--- src/sv/sps_pkg.sv ---
// shared types and constants for the subpixel stamp mask shift block
package sps_pkg;

    // pen is a 3x3 stamp, blended out of a 4x4 round mask
    localparam int PEN_SPAN   = 2;
    localparam int STAMP_SIZE = PEN_SPAN + 1;
    localparam int MASK_SIZE  = STAMP_SIZE + 1;

    localparam logic [7:0] PEN_MASK [MASK_SIZE][MASK_SIZE] = '{
        '{8'hFF, 8'hE6, 8'hE6, 8'hFF},
        '{8'hE6, 8'h33, 8'h33, 8'hE6},
        '{8'hE6, 8'h33, 8'h33, 8'hE6},
        '{8'hFF, 8'hE6, 8'hE6, 8'hFF}
    };

    // configuration port
    localparam int CFG_IDX_W  = 3;
    localparam int CFG_DATA_W = 16;

    localparam logic [CFG_IDX_W-1:0] CFG_FRAME_HEIGHT = 3'd0;
    localparam logic [CFG_IDX_W-1:0] CFG_CLIP_LEFT    = 3'd1;
    localparam logic [CFG_IDX_W-1:0] CFG_CLIP_TOP     = 3'd2;
    localparam logic [CFG_IDX_W-1:0] CFG_CLIP_RIGHT   = 3'd3;
    localparam logic [CFG_IDX_W-1:0] CFG_CLIP_BOTTOM  = 3'd4;

    localparam logic [11:0]        RST_FRAME_HEIGHT = 12'd240;
    localparam logic signed [15:0] RST_CLIP_LEFT    = 16'sd0;
    localparam logic signed [15:0] RST_CLIP_TOP     = 16'sd0;
    localparam logic signed [15:0] RST_CLIP_RIGHT   = 16'sd319;
    localparam logic signed [15:0] RST_CLIP_BOTTOM  = 16'sd239;

    typedef struct packed {
        logic [11:0]        frame_height;
        logic signed [15:0] clip_left;
        logic signed [15:0] clip_top;
        logic signed [15:0] clip_right;
        logic signed [15:0] clip_bottom;
    } t_cfg_regs;

    typedef struct packed {
        logic signed [23:0] pen_x;
        logic signed [23:0] pen_y;
    } t_in_word;

    typedef struct packed {
        logic               visible;
        logic signed [15:0] stamp_x;
        logic signed [15:0] stamp_y;
        logic [7:0]         weight_r0c0;
        logic [7:0]         weight_r0c1;
        logic [7:0]         weight_r0c2;
        logic [7:0]         weight_r1c0;
        logic [7:0]         weight_r1c1;
        logic [7:0]         weight_r1c2;
        logic [7:0]         weight_r2c0;
        logic [7:0]         weight_r2c1;
        logic [7:0]         weight_r2c2;
    } t_out_word;

endpackage

--- src/sv/sps_hblend.sv ---
// third stage: horizontal blend, truncation and output word register
module sps_hblend #(
    parameter int FRAC_BITS = 8
) (
    input  logic                              i_clk,
    input  logic                              i_rst_n,
    input  logic                              i_valid,
    output logic                              o_stall,
    input  logic                              i_keep,
    input  logic [15:0]                       i_stamp_x,
    input  logic [15:0]                       i_stamp_y,
    input  logic [FRAC_BITS-1:0]              i_fx,
    input  logic [2:0][3:0][FRAC_BITS+7:0]    i_vsum,
    output logic                              o_valid,
    input  logic                              i_stall,
    output sps_pkg::t_out_word                o_word
);
    import sps_pkg::*;

    localparam int AW = 2 * FRAC_BITS + 8;
    localparam logic [FRAC_BITS:0] SCALE = (FRAC_BITS + 1)'(1) << FRAC_BITS;

    logic               r_valid;
    t_out_word          r_word;

    logic               w_ready;
    logic [FRAC_BITS:0] w_fx_inv;
    logic [2:0][2:0][7:0] w_wt;
    t_out_word          n_word;

    assign w_ready  = !r_valid || !i_stall;
    assign o_stall  = !w_ready;
    assign w_fx_inv = SCALE - {1'b0, i_fx};

    // acc never exceeds 255 * scale^2, so the top byte is the weight
    always_comb begin
        logic [AW-1:0] acc;
        acc = '0;
        for (int r = 0; r < STAMP_SIZE; r++) begin
            for (int c = 0; c < STAMP_SIZE; c++) begin
                acc = AW'(i_fx) * AW'(i_vsum[r][c])
                    + AW'(w_fx_inv) * AW'(i_vsum[r][c+1]);
                w_wt[r][c] = acc[2*FRAC_BITS +: 8];
            end
        end
    end

    // dropped stamp: every field but visible goes to zero
    always_comb begin
        n_word             = '0;
        n_word.visible     = i_keep;
        if (i_keep) begin
            n_word.stamp_x     = i_stamp_x;
            n_word.stamp_y     = i_stamp_y;
            n_word.weight_r0c0 = w_wt[0][0];
            n_word.weight_r0c1 = w_wt[0][1];
            n_word.weight_r0c2 = w_wt[0][2];
            n_word.weight_r1c0 = w_wt[1][0];
            n_word.weight_r1c1 = w_wt[1][1];
            n_word.weight_r1c2 = w_wt[1][2];
            n_word.weight_r2c0 = w_wt[2][0];
            n_word.weight_r2c1 = w_wt[2][1];
            n_word.weight_r2c2 = w_wt[2][2];
        end
    end

    always_ff @(posedge i_clk) begin
        if (!i_rst_n) begin
            r_valid <= 1'b0;
        end else if (w_ready) begin
            r_valid <= i_valid;
        end
    end

    always_ff @(posedge i_clk) begin
        if (w_ready && i_valid) begin
            r_word <= n_word;
        end
    end

    assign o_valid = r_valid;
    assign o_word  = r_word;

endmodule

--- config.mk ---
export PLATFORM = sky130hd
export DESIGN_NAME = sps_hblend
export DESIGN_NICKNAME = d
export VERILOG_FILES = /design/src/sv/sps_pkg.sv /design/src/sv/sps_hblend.sv
export SDC_FILE = /design/constraint.sdc
export NUM_CORES = 2
export LEC_CHECK = 0
export ABC_CLOCK_PERIOD_IN_PS = 7400
export BUFFER_PORTS_ARGS = -buffer_cell sky130_fd_sc_hd__buf_4
export CAP_MARGIN = 15
export CELL_PAD_IN_SITES_DETAIL_PLACEMENT = 1
export CELL_PAD_IN_SITES_GLOBAL_PLACEMENT = 1
export CORE_MARGIN = 2
export CORE_UTILIZATION = 46
export CTS_CLUSTER_SIZE = 28
export DETAILED_ROUTE_END_ITERATION = 8
export PLACE_DENSITY = 0.86
export SYNTH_ARGS = -nofsm -noshare
export SYNTH_HDL_FRONTEND = slang
export SYNTH_SLANG_ARGS = --single-unit
--- constraint.sdc ---
create_clock -name i_clk -period 7.4 [get_ports i_clk]
set_clock_uncertainty 0.15 [all_clocks]
set_input_delay 0.74 -clock i_clk [delete_from_list [all_inputs] [get_ports i_clk]]
set_output_delay 0.74 -clock i_clk [all_outputs]
set_load 0.05 [all_outputs]
* After elaboration in Yosys (flattened, before gate mapping)
Index checks and enable logic that the tools add are counted.
** Cells by class
- $add $sub $neg :: 10
- Multipliers :: 18
- Divide/modulo/power cells :: 0
- $lt $le $gt $ge :: 0
- Equal/unequal tests :: 0
- Shift-type cells :: 0
- Mux-type cells :: 0
- Bitwise gates (word level) :: 0
- Reduce and logical (&&, ||, !) cells :: 5
** Operators by type and width (number)
- $add 24x24->24 :: 9
- $mul 8x16->24 :: 9
- $mul 9x16->24 :: 9
- $sub 9x8->9 const A :: 1
- $logic_not 1->1 :: 3
- $logic_and 1x1->1 :: 1
- $logic_or 1x1->1 :: 1
** Storage, ports and cells
- Bits in registers :: 106
- Latch bits :: 0
- Memory bits (writable) :: 0
- ROM bits :: 0
- Input bits :: 237
- Output and inout port bits :: 107
- Logic and storage cells :: 46
- Memories :: 0

* Longest topological paths before layout
- Depth in word-level cells :: 3
- Depth in mapped cells :: 28
- Depth with buffers taken out :: 25

* Least setup slack after synthesis
OpenSTA, ideal clock, no wires.
- Kind :: in2reg
- Start point :: input i_fx[0]
- End point :: register r_word (netlist bit o_word[63]) (data pin)
- Library setup time :: 260 ps
- Arrival :: 7337 ps
- Data required time :: 6990 ps
- Slack :: -347 ps
- Cell stages on the path :: 25
- Path buffers :: 4
- Cell sequence :: buf_2 clkbuf_1 nor3_1 xnor2_1 clkbuf_1 clkbuf_1 nand2_1 fa_1 inv_1 fa_1 fa_1 fa_1 fa_1 inv_1 fa_1 inv_1 ha_1 a21o_1 a21oi_1 o21ai_0 a211o_1 o22a_1 a211oi_2 a21oi_1 mux2_2
** Between the ends
- Longest elaborated chain between the ends :: 3
- Elaborated cells on any way between the ends :: 4
- Classes of those cells :: add/sub (2); mul (2)
** Ends and longest elaborated chain
- start, declared :: line sps_hblend.sv:12 : input logic [FRAC_BITS-1:0] i_fx,
- $sub 9x8->9 :: line sps_hblend.sv:33 : assign w_fx_inv = SCALE - {1'b0, i_fx};
- $mul 9x16->24 :: line sps_hblend.sv:42 : + AW'(w_fx_inv) * AW'(i_vsum[r][c+1]);
- $add 24x24->24 * :: line sps_hblend.sv:42
- end signal, assigned :: line sps_hblend.sv:77 : r_word <= n_word;
- end, declared :: line sps_hblend.sv:24 : t_out_word r_word;
Every way passes the cells marked *; elsewhere a longest branch is shown, timed or not.
A chain may end at the register's enable or synchronous reset.

* Final worst setup path
- Start point :: input i_fx[0]
- End point :: register r_word (netlist bit o_word[12]) (data pin)
The elaborated chain is that of the path after synthesis.

==> metrics.md <==
| Metric | Value |
|---|---|
| Die H | 412 µm |
| CP startpoint | i_fx[0] |
| Slew headroom | 29.8% |
| Vias/cell | 5.30 |
| Syn Area/Cell | 8.77 µm² |
| Layout cells sized above 1 | 7.86% |
| Global-route wire length before repair | 387,000 µm |
| Share of the synthesized area in the top cell type | 51.6% |
| Hold Path Depth | 2 |
| Htree depth | 3 |
| Outcome | finished, final reports clean |
| Inst Count DP | 11,100 |
| Syn Inst Count | 8,721 |
| Overflow after GRT | 0 |
| WP data arrival | 7.54 ns |
| Die Wd | 412 µm |
| Synth top area cells | fa_1, inv_1, ha_1 |
| FF-to-FF End | o_word[24]$_SDFFCE_PN0P_ |
| Core Area | 165,000 µm² |
| Final min period | 7.32 ns |
| Final setup viols | 0 |
| CTS tree | done |
| Number of synthesized flops with an enable pin | 105 |
| Initial antenna violation count | 33 |
| Reg2reg path depth | 3 |
| Non-Filler Instances | 11,200 |
| Worst-Margin Slew | 1.05 ns |
| Max frequency | 0.137 GHz |
| Synth Flop Type | edfxtp_1 |
| DRT iter0 DRCs | 3,420 |
| Initial core utilization | 46.3% |
| Vias | 59,000 |
| CP Launch Type | input port |
| Number of synthesized register bits | 106 |
| Area Growth Syn to Fin | 9.44% |
| Hold-fix buffers at CTS | 0 |
| RePlAce Congestion | 0.890 |
| RSZ-0062 raised after global routing | yes |
| Hold Crit Class | input port to register |
| Post-synth top area cell | fa_1 |
| Ports | 344 |
| Netlist cell types | 63 |
| Clk_lat worst skew | 0.51 ns |
| CTS buffer count | 9 |
| Drt drc | 0 |
| HPWL Detailed | 201,000 µm |
| Worst path required time | 7.62 ns |
| Mapped Nets | 11,600 |
| # Max-Cap Violations | 0 |
| Seq/Total Area, Yosys | 4.15% |
| Port buffer count | 343 |
| Worst Hold Launch | i_rst_n |
| Largest net degree at the start of global routing | 145 |
| Routed WL per cell | 22.1 µm |
| Worst Hold End | o_valid$_SDFFE_PN0N_ |
| Crit path capture type | register |
| WHS | 0.278 ns |
| Slew Viols, Final | 0 |
| Synthesized area | 76,500 µm² |
| Final period utilization | 98.9% |
| Clk sinks | 106 |
| Worst-path fanout max | 6 |
| Number of fill cells | 19,400 |
| Routed WL | 246,000 µm |
| Cell Area, Placed | 82,800 µm² |
| Root Buffer | clkbuf_16 |
| Launching point of the worst reg2reg path | o_valid$_SDFFE_PN0N_ |
| Antenna-violating nets left | 0 |
| Layout Cell Area excl Fill | 83,700 µm² |
| R2R Setup Slk | 5.03 ns |
| Drt pass-1 iters | 8 |
| Row count | 149 |
| Hold Vio Cnt, Final | 0 |
| Vias in the first global route | 72,100 |
| Synth async-reset ratio | 0% |
| Synth warnings | 0 |
| Final nets | 11,800 |
| Kind of critical path | input port to register |
| Clock Pin Slew Worst Setup and Hold Paths | 0.11 ns |
| GRT Util Overall | 29.6% |
| Die area | 170,000 µm² |
| Clock tree buffer depth | 2 |
[synthesized netlist by cell type (27+ instances only)]
| master | number |
|---|---|
| nor2_1 | 81 |
| ha_1 | 631 |
| xor2_1 | 27 |
| clkbuf_1 | 362 |
| o21ai_0 | 30 |
| fa_1 | 1971 |
| nand3_1 | 27 |
| edfxtp_1 | 105 |
| a21oi_1 | 61 |
| a21o_1 | 28 |
| inv_1 | 2610 |
| and2_1 | 715 |
| xnor2_1 | 94 |
| nand2_1 | 1707 |
| buf_1 | 68 |
[area by class of cell]
type                    count  area (µm²)  area share, %
multi-input cells        5575       62200           74.4
inverters                2610        9800           11.7
repair buffers            635        5410           6.47
flip-flops and latches    106        3170           3.79
well taps                2189        2740           3.27
clock buffers               9         225          0.269
clock inverters             7        67.6         0.0807
diodes                     19        47.5         0.0568
[per-layer routing]
layer | vias up | track usage (%) | part of all wire, %
met2 | 2290 | 53.3 | 52
met3 | 695 | 5.30 | 7.4
met5 | - | 0 | 0.085
met4 | 34 | 13.6 | 4.8
li1 | 24800 | - | -
met1 | 31200 | 34.0 | 36
[through the flow]
stage	setup TNS, ns	utilization (%)	setup WS, ns
2_1_floorplan	0	-	0.00752
6_report	0	50.7	0.0824
3_3_place_gp	-10.65	50.2	-0.413
3_5_place_dp	-27.66	50.2	-0.690
4_1_cts	-0.0575	50.4	-0.0575
5_1_grt	-0.639	50.7	-0.127
[repair_timing]
action                     CTS  global route
pin swaps                    1            24
setup buffers                2            11
gates cloned                 0             7
gates resized for setup     10            68
hold endpoints to repair     0             0
setup endpoints to repair   17            53
[kinds of logic after synthesis]
logic type | share of synthesized area (%)
fa+ha+maj | 61.9
mux | 0.0687
buf+inv | 14.9
compound gates | 1.88
simple gates | 15.7
flops | 4.15
xor+xnor | 1.39
[worst max-delay path by stage]
| stage | to | slack (ns) | depth (start not counted) |
|---|---|---|---|
| 3_5_place_dp | o_word[61]$_SDFFCE_PN0P_ | -0.69 | 29 |
| 2_1_floorplan | o_word[63]$_SDFFCE_PN0P_ | 0.008 | 25 |
| 5_1_grt | o_word[12]$_SDFFCE_PN0P_ | -0.13 | 28 |
| 3_3_place_gp | o_word[30]$_SDFFCE_PN0P_ | -0.41 | 28 |
| 4_1_cts | o_word[15]$_SDFFCE_PN0P_ | -0.06 | 27 |
| 6_report | o_word[12]$_SDFFCE_PN0P_ | 0.08 | 27 |
[worst max-delay path, cell delays in order]
cell	delay, ns
buf_8	0.13
buf_6	0.12
nor3_4	0.04
buf_6	0.12
xnor2_4	0.40
buf_4	0.25
nand2_1	0.10
fa_1	0.57
inv_1	0.06
fa_1	0.63
fa_1	0.46
fa_1	0.49
fa_1	0.52
inv_1	0.06
fa_1	0.47
inv_1	0.04
ha_1	0.30
nand4_1	0.16
a211oi_1	0.32
o211ai_1	0.18
buf_4	0.19
a21oi_1	0.18
nand2b_1	0.16
a21o_1	0.15
a211oi_1	0.08
nor4_1	0.38
buf_4	0.22
[layout by cell type, fill, tap and decap left out, drive strengths merged, types with 5 or more instances in the layout]
cell     count
edfxtp     105
nand4       22
nor3        23
and4         6
and2       715
clkbuf      14
a2111oi      8
a31oi       11
o21ai       31
or3          5
xnor2       95
a211oi      20
buf        630
xor2        27
nand2     1707
o211ai      11
nand3       27
a211o        6
fa        1971
a21oi       61
nor2b       10
nor3b        5
a21o        28
nor2        81
ha         631
diode       19
nand2b      10
inv       2612
and3        10
o21a         8
[state kept, by name, summed over array words and instances, names as in the netlist]
signal and flops:
o_valid 1, o_word 105
Power is left out: the tool's default activity adds up to more than one toggle a clock period on the data nets, which glitch-free logic cannot reach.
